$ cat src/rtl/lrk_pkg.sv
// Shared types, constants and the step microprogram of the Lorenz RK4 step core.
package lrk_pkg;

  localparam int WORD_BITS     = 48;
  localparam int FRAC_BITS     = 24;
  localparam int GAIN_BITS     = 47;
  localparam int CNT_BITS      = 32;
  localparam int CFG_IDX_BITS  = 3;
  localparam int CFG_DATA_BITS = 47;

  localparam int IN_DATA_BITS  = 3 * WORD_BITS;
  localparam int OUT_DATA_BITS = 4 * WORD_BITS;

  localparam int DIGIT_BITS    = WORD_BITS / 2;
  localparam int D6_SHIFT      = WORD_BITS + 8;
  localparam int MUL_PASSES    = (D6_SHIFT + DIGIT_BITS - 1) / DIGIT_BITS;
  localparam int MB_BITS       = MUL_PASSES * DIGIT_BITS;
  localparam int PROD_BITS     = WORD_BITS + 1 + MB_BITS;
  localparam int PASS_CNT_BITS = (MUL_PASSES > 1) ? $clog2(MUL_PASSES) : 1;

  localparam logic [MB_BITS-1:0] D6_MULT =
    ((MB_BITS'(1) << D6_SHIFT) + MB_BITS'(5)) / MB_BITS'(6);

  localparam logic signed [WORD_BITS-1:0] W_MAX = {1'b0, {(WORD_BITS-1){1'b1}}};
  localparam logic signed [WORD_BITS-1:0] W_MIN = {1'b1, {(WORD_BITS-1){1'b0}}};

  localparam logic [GAIN_BITS-1:0] SIGMA_RST = GAIN_BITS'(167772160);
  localparam logic [GAIN_BITS-1:0] BETA_RST  = GAIN_BITS'(44739243);
  localparam logic [GAIN_BITS-1:0] RHO_RST   = GAIN_BITS'(469762048);
  localparam logic [GAIN_BITS-1:0] DT_RST    = GAIN_BITS'(83886);
  localparam logic [CNT_BITS-1:0]  WARM_RST  = CNT_BITS'(5000);
  localparam logic [GAIN_BITS-1:0] THR_RST   = GAIN_BITS'(8388608);

  localparam logic FUNC_LOAD = 1'b0;
  localparam logic FUNC_STEP = 1'b1;

  localparam int PROG_LEN = 81;
  localparam int PC_BITS  = 7;

  typedef enum logic [CFG_IDX_BITS-1:0] {
    CFG_SIGMA, CFG_BETA, CFG_RHO, CFG_DT, CFG_WARM, CFG_THR
  } cfg_idx_t;

  typedef enum logic [2:0] {OP_ADD, OP_SUB, OP_ADDH, OP_MUL, OP_DIV6} op_t;

  typedef enum logic [4:0] {
    S_ZERO, S_PX, S_PY, S_PZ, S_EX, S_EY, S_EZ, S_KX, S_KY, S_KZ,
    S_SX, S_SY, S_SZ, S_T0, S_T1, S_SIG, S_BET, S_RHO, S_DT
  } src_t;

  typedef enum logic [3:0] {
    D_PX, D_PY, D_PZ, D_EX, D_EY, D_EZ, D_KX, D_KY, D_KZ,
    D_SX, D_SY, D_SZ, D_T0, D_T1, D_CS
  } dst_t;

  typedef struct packed {
    op_t  op;
    src_t a;
    src_t b;
    dst_t d;
  } uop_t;

  typedef enum logic [2:0] {ST_IDLE, ST_EXEC, ST_MWAIT, ST_FIN, ST_OUT} ctrl_state_t;

  typedef struct packed {
    logic load;
    logic fin;
    logic out_load;
    logic alu_wr;
    logic mul_start;
    logic mul_wr;
    uop_t uop;
  } dp_cmd_t;

  typedef struct packed {
    logic mul_done;
  } dp_sts_t;

  function automatic src_t src_ax(input src_t base, input logic [1:0] axis);
    return src_t'(5'(base) + 5'(axis));
  endfunction

  function automatic dst_t dst_ax(input dst_t base, input logic [1:0] axis);
    return dst_t'(4'(base) + 4'(axis));
  endfunction

  function automatic uop_t deriv_op(input logic [2:0] i);
    uop_t u;
    unique case (i)
      3'd0: u = '{OP_SUB, S_EY, S_EX, D_T0};
      3'd1: u = '{OP_MUL, S_SIG, S_T0, D_KX};
      3'd2: u = '{OP_SUB, S_RHO, S_EZ, D_T0};
      3'd3: u = '{OP_MUL, S_EX, S_T0, D_T0};
      3'd4: u = '{OP_SUB, S_T0, S_EY, D_KY};
      3'd5: u = '{OP_MUL, S_EX, S_EY, D_T0};
      3'd6: u = '{OP_MUL, S_BET, S_EZ, D_T1};
      default: u = '{OP_SUB, S_T0, S_T1, D_KZ};
    endcase
    return u;
  endfunction

  function automatic uop_t eval_op(input logic [2:0] i, input op_t aop);
    uop_t u;
    if (!i[0]) begin
      u = '{OP_MUL, src_ax(S_KX, i[2:1]), S_DT, D_T0};
    end else begin
      u = '{aop, src_ax(S_PX, i[2:1]), S_T0, dst_ax(D_EX, i[2:1])};
    end
    return u;
  endfunction

  function automatic uop_t acc_op(input logic [1:0] axis);
    return '{OP_ADD, src_ax(S_SX, axis), src_ax(S_KX, axis), dst_ax(D_SX, axis)};
  endfunction

  function automatic uop_t final_op(input logic [1:0] axis, input logic [1:0] k);
    uop_t u;
    unique case (k)
      2'd0:    u = '{OP_MUL, src_ax(S_SX, axis), S_DT, D_T0};
      2'd1:    u = '{OP_DIV6, S_T0, S_ZERO, D_T0};
      default: u = '{OP_ADD, src_ax(S_PX, axis), S_T0, dst_ax(D_PX, axis)};
    endcase
    return u;
  endfunction

  function automatic uop_t uop_rom(input logic [PC_BITS-1:0] pc);
    uop_t u;
    case (pc) inside
      [7'd0:7'd2]:   u = '{OP_ADD, src_ax(S_PX, 2'(pc)), S_ZERO, dst_ax(D_EX, 2'(pc))};
      [7'd3:7'd10]:  u = deriv_op(3'(pc - 7'd3));
      7'd11:         u = '{OP_ADD, S_KZ, S_ZERO, D_CS};
      [7'd12:7'd14]: u = '{OP_ADD, src_ax(S_KX, 2'(pc - 7'd12)), S_ZERO,
                           dst_ax(D_SX, 2'(pc - 7'd12))};
      [7'd15:7'd20]: u = eval_op(3'(pc - 7'd15), OP_ADDH);
      [7'd21:7'd28]: u = deriv_op(3'(pc - 7'd21));
      [7'd29:7'd34]: u = acc_op(2'((pc - 7'd29) >> 1));
      [7'd35:7'd40]: u = eval_op(3'(pc - 7'd35), OP_ADDH);
      [7'd41:7'd48]: u = deriv_op(3'(pc - 7'd41));
      [7'd49:7'd54]: u = acc_op(2'((pc - 7'd49) >> 1));
      [7'd55:7'd60]: u = eval_op(3'(pc - 7'd55), OP_ADD);
      [7'd61:7'd68]: u = deriv_op(3'(pc - 7'd61));
      [7'd69:7'd71]: u = acc_op(2'(pc - 7'd69));
      [7'd72:7'd74]: u = final_op(2'd0, 2'(pc - 7'd72));
      [7'd75:7'd77]: u = final_op(2'd1, 2'(pc - 7'd75));
      [7'd78:7'd80]: u = final_op(2'd2, 2'(pc - 7'd78));
      default:       u = '{OP_ADD, S_ZERO, S_ZERO, D_T1};
    endcase
    return u;
  endfunction

  function automatic logic signed [WORD_BITS-1:0] sat_word(
    input logic signed [WORD_BITS:0] v
  );
    logic signed [WORD_BITS-1:0] r;
    if (v[WORD_BITS] != v[WORD_BITS-1]) begin
      r = v[WORD_BITS] ? W_MIN : W_MAX;
    end else begin
      r = v[WORD_BITS-1:0];
    end
    return r;
  endfunction

endpackage

$ cat src/rtl/lrk_ctrl.sv
// Controller: request handshakes and the microprogram sequencer for one RK4 step.
module lrk_ctrl (
  input  logic              clk,
  input  logic              rst_n,
  input  logic              in_valid,
  input  logic              in_func,
  output logic              in_ready,
  input  logic              out_ready,
  output logic              out_valid,
  output lrk_pkg::dp_cmd_t  cmd,
  input  lrk_pkg::dp_sts_t  sts
);
  import lrk_pkg::*;

  ctrl_state_t          state_r, state_nxt;
  logic [PC_BITS-1:0]   pc_r, pc_nxt;
  logic                 ov_r, ov_nxt;
  uop_t                 uop;
  logic                 is_mul, last, out_free;

  assign uop      = uop_rom(pc_r);
  assign is_mul   = (uop.op == OP_MUL) || (uop.op == OP_DIV6);
  assign last     = (pc_r == PC_BITS'(PROG_LEN - 1));
  assign out_free = !ov_r || out_ready;

  always_comb begin
    state_nxt = state_r;
    pc_nxt    = pc_r;
    unique case (state_r)
      ST_IDLE: begin
        if (in_valid) begin
          pc_nxt    = '0;
          state_nxt = (in_func == FUNC_STEP) ? ST_EXEC : ST_OUT;
        end
      end
      ST_EXEC: begin
        if (is_mul) begin
          state_nxt = ST_MWAIT;
        end else if (last) begin
          state_nxt = ST_FIN;
        end else begin
          pc_nxt = pc_r + 1'b1;
        end
      end
      ST_MWAIT: begin
        if (sts.mul_done) begin
          if (last) begin
            state_nxt = ST_FIN;
          end else begin
            pc_nxt    = pc_r + 1'b1;
            state_nxt = ST_EXEC;
          end
        end
      end
      ST_FIN: state_nxt = ST_OUT;
      ST_OUT: begin
        if (out_free) begin
          state_nxt = ST_IDLE;
        end
      end
      default: state_nxt = ST_IDLE;
    endcase
  end

  always_comb begin
    in_ready      = (state_r == ST_IDLE);
    cmd.uop       = uop;
    cmd.load      = (state_r == ST_IDLE) && in_valid && (in_func == FUNC_LOAD);
    cmd.alu_wr    = (state_r == ST_EXEC) && !is_mul;
    cmd.mul_start = (state_r == ST_EXEC) && is_mul;
    cmd.mul_wr    = (state_r == ST_MWAIT) && sts.mul_done;
    cmd.fin       = (state_r == ST_FIN);
    cmd.out_load  = (state_r == ST_OUT) && out_free;
    if (cmd.out_load) begin
      ov_nxt = 1'b1;
    end else if (out_ready) begin
      ov_nxt = 1'b0;
    end else begin
      ov_nxt = ov_r;
    end
  end

  always_ff @(posedge clk) begin
    if (!rst_n) begin
      state_r <= ST_IDLE;
      pc_r    <= '0;
      ov_r    <= 1'b0;
    end else begin
      state_r <= state_nxt;
      pc_r    <= pc_nxt;
      ov_r    <= ov_nxt;
    end
  end

  assign out_valid = ov_r;

endmodule

$ cat config.mk
export PLATFORM = sky130hd
export DESIGN_NAME = lrk_ctrl
export DESIGN_NICKNAME = d
export VERILOG_FILES = /design/src/rtl/lrk_pkg.sv /design/src/rtl/lrk_ctrl.sv
export SDC_FILE = /design/constraint.sdc
export NUM_CORES = 1
export LEC_CHECK = 0
export ABC_AREA = 1
export BUFFER_PORTS_ARGS = -buffer_cell sky130_fd_sc_hd__buf_2
export CORE_ASPECT_RATIO = 2
export CORE_UTILIZATION = 47
export DETAILED_ROUTE_END_ITERATION = 7
export PLACE_DENSITY = 0.65
export SLEW_MARGIN = 15
export SYNTH_ARGS = -nofsm -noshare
export SYNTH_HDL_FRONTEND = slang
export SYNTH_SLANG_ARGS = --single-unit
$ cat constraint.sdc
create_clock -name clk -period 6 [get_ports clk]
set_input_delay 0.3 -clock clk [delete_from_list [all_inputs] [get_ports clk]]
set_output_delay 0.3 -clock clk [all_outputs]
set_load 0.01 [all_outputs]
==> results.cfg <==
[status]
outcome = finished clean

[detailed_routing]
dr.pass1.iters = 7
routedWlPerCell_um = 19.5
ant_nets = 0
drt_iter0_drc = 509
drc = 0
vias = 4804
wl_um = 15400
viasPerCell = 6.10

[run]
max_cap_viol_count = 0

[cts]
clockRootBuffer = clkbuf_16
ctsHoldBuffers = 0
cts_max_level = 1
cts_buffers = 3
cts_buffer_depth = 2
cts_tree = done
clk_transition_reported_paths_ns = 0.04
clkLatencyLatePin_ns = 0.24
cts_setup_buffers = 0
postCtsResizedCells = 0
clock-sinks = 11

[setup_path]
cp-start-kind = flop
cpMaxStageDelayCell = dfxtp_1
cpMostUsedCell = nand2_1
slowest_delay_ns = 0.69
worstSetupPathType = reg2out
critical_path.top_delay_family = simple AND/OR/NAND/NOR gates
required_ns = 5.70
end_kind = output port
worst-path-max-fanout = 19
cp.arrival_ns = 4.84
timing.critical_path.cells = inv_1, ha_1, ha_1, nor2_1, nor4_1, inv_1, o21ai_0, inv_1, a21oi_1, nand2_1, a21oi_1, o21ai_0, nand3_1, o21ai_0, nand2_1, nand2_1, nand2_1, buf_2
worst-path-buf-inv = 4

[final_layout]
drive_gt1_frac = 0.115
fin_util = 0.522
antenna_cells = 0
nets = 729
finalInstanceArea_um2 = 3790
syn2layout_area_growth_pct = 6.61

[power]
p_sw_frac = 0.596
clockPowerShare = 0.154
combPwrFrac = 0.700
seq_power_share = 0.145
power.switching_uw = 482
power_density_nw_per_um2 = 213
p_int_uw = 327
p_leak_nw = 2.12
vdd_drop_max_mv = 0.252

[grt]
grt_antenna_before_repair = 0
grt_pass1_wl_um = 24100
overflow = 0
track_usage = 0.394
grt_pass1_vias = 4660
grt_max_degree = 20

[logic_synthesis]
synth.top_cell.area_share = 0.205
syn_area_um2 = 3560
ys_ff_latch = 11
async_flop_share = 0
synth_edf_count = 0
yosysWarnings = 0
syn_area_per_cell_um2 = 5.23
syn_nets = 713
syn_inst = 681
ys.flop_type = dfxtp_1
yosysUniqueCellTypes = 47
synth_area_leaders = nand2_1 20%, inv_1 9.7%, ha_1 9.1%, o21ai_0 9.1%, nor2_1 7.4%
yosysSeqAreaShare = 0.0619
synth_top_area_cell = nand2_1

[placement]
dpl_cell_area_um2 = 3710
place_congestion = 1.06
dp_hpwl_um = 12100
numPortBuffers = 30

[floorplan]
die_x_um = 63.5
die-area_um2 = 7940
pin_count = 31
die_y_um = 125
coreArea_um2 = 7270
row_count = 44
initial_core_util = 0.490

[timing]
min_period_ns = 5.14
setup_viol = 0
setup_tns_ns = 0
maxSlewViolCount = 0
hold_viol_final = 0
min_period_over_period = 0.857
relSlewSlack = 0.224
rsz0062_at_grt = no
worst_pin_slew_ns = 1.16
max_freq_ghz = 0.194
fin_skew_ns = 0.00369
whs_ns = 0.323

[worst_hold_path]
hold_path.class = in2reg
[worst register-to-register path, stage by stage, from the launching register on]
cell and delay [ns]:
dfxtp_1 0.69, inv_1 0.54, ha_1 0.47, ha_1 0.55
inv_2 0.19, o21ai_0 0.34, nor2_1 0.09, a21oi_1 0.16
nand2_1 0.09, nand2_1 0.10, nand2_1 0.06, nand3_1 0.06
nand2_1 0.08, nand3_1 0.13, nand4_2 0.21, nand2_1 0.13
a21oi_1 0.07
[final timing paths]
check | startpoint | to | slack (ns) | cells after the start
max | pc_r[0]$_SDFFE_PN0P_ | cmd[9] | 0.86 | 18
min | rst_n | state_r[2]$_SDFFE_PN0P_ | 0.32 | 3
max reg2reg | pc_r[0]$_SDFFE_PN0P_ | pc_r[4]$_SDFFE_PN0P_ | 1.93 | 16
min reg2reg | state_r[2]$_SDFFE_PN0P_ | state_r[2]$_SDFFE_PN0P_ | 0.54 | 2
[synth_stat cells (2+ instances only)]
library cell / n
o21ai_1: 3
nand2_1: 194
nand2_4: 3
nand2_2: 9
o21ai_2: 2
nand4_1: 10
clkbuf_1: 6
nor2_1: 70
xor2_1: 3
inv_1: 92
inv_2: 13
dfxtp_1: 11
nor2_2: 4
nor4_1: 6
o22ai_1: 2
nor3_1: 10
ha_1: 26
nand3_1: 44
nand3_2: 2
a21oi_1: 48
o21ai_0: 65
a31oi_1: 8
o211ai_1: 9
nor2_4: 6
buf_6: 4
buf_2: 9
o21bai_1: 2
[layout by cell type (no fill, tap or decap), types with 11 or more instances in the layout]
| master | count |
|---|---|
| inv_1 | 92 |
| a21oi_1 | 48 |
| nand2_1 | 194 |
| nor2_1 | 70 |
| buf_2 | 30 |
| o21ai_0 | 65 |
| nand3_1 | 44 |
| ha_1 | 26 |
| dfxtp_1 | 11 |
| inv_2 | 13 |
[metal layers]
layer | global-route usage | part of all wire | vias up
li1 | - | - | 2263
met1 | 0.398 | 0.33 | 2150
met2 | 0.722 | 0.53 | 299
met3 | 0.0383 | 0.066 | 92
met4 | 0.287 | 0.081 | 0
met5 | 0 | 0 | -
[sequential cells by signal, indices dropped and copies added (netlist names)]
name / cells
pc_r: 7
state_r: 3
out_valid: 1
[cells by family after synthesis]
group,Yosys count,synth area share
and+or+nand+nor,363,0.454
AOI/OAI and AO/OA,150,0.237
buffers and inverters,128,0.148
adders and majority gates,26,0.0914
DFF,11,0.0619
xor gates and xnor gates,3,0.00739
[power groups by stage]
stage	Clock, mW	Combinational (mW)	Sequential, mW
2_1_floorplan	0	0.364	0.104
3_3_place_gp	0	0.547	0.117
3_5_place_dp	0	0.545	0.118
4_1_cts	0.125	0.548	0.117
5_1_grt	0.128	0.618	0.120
6_report	0.125	0.566	0.117
[final cells by class]
class,count,area [µm²]
clock buffers,4,78.8
flip-flops and latches,11,220
well taps,92,115
inverters,107,404
multi-input cells,542,2810
repair buffers,32,165
fillers,831,3470
[through the flow]
stage / power, mW / instances / setup WS (ns)
finish: 0.808 / 788 / 0.858
global placement: 0.664 / 784 / 1.44
global route: 0.866 / 788 / 0.745
floorplan: 0.467 / 681 / 2.81
detailed placement: 0.663 / 784 / 1.40
CTS: 0.790 / 788 / 1.12
No activity file was read; power rests on OpenSTA's default activity.
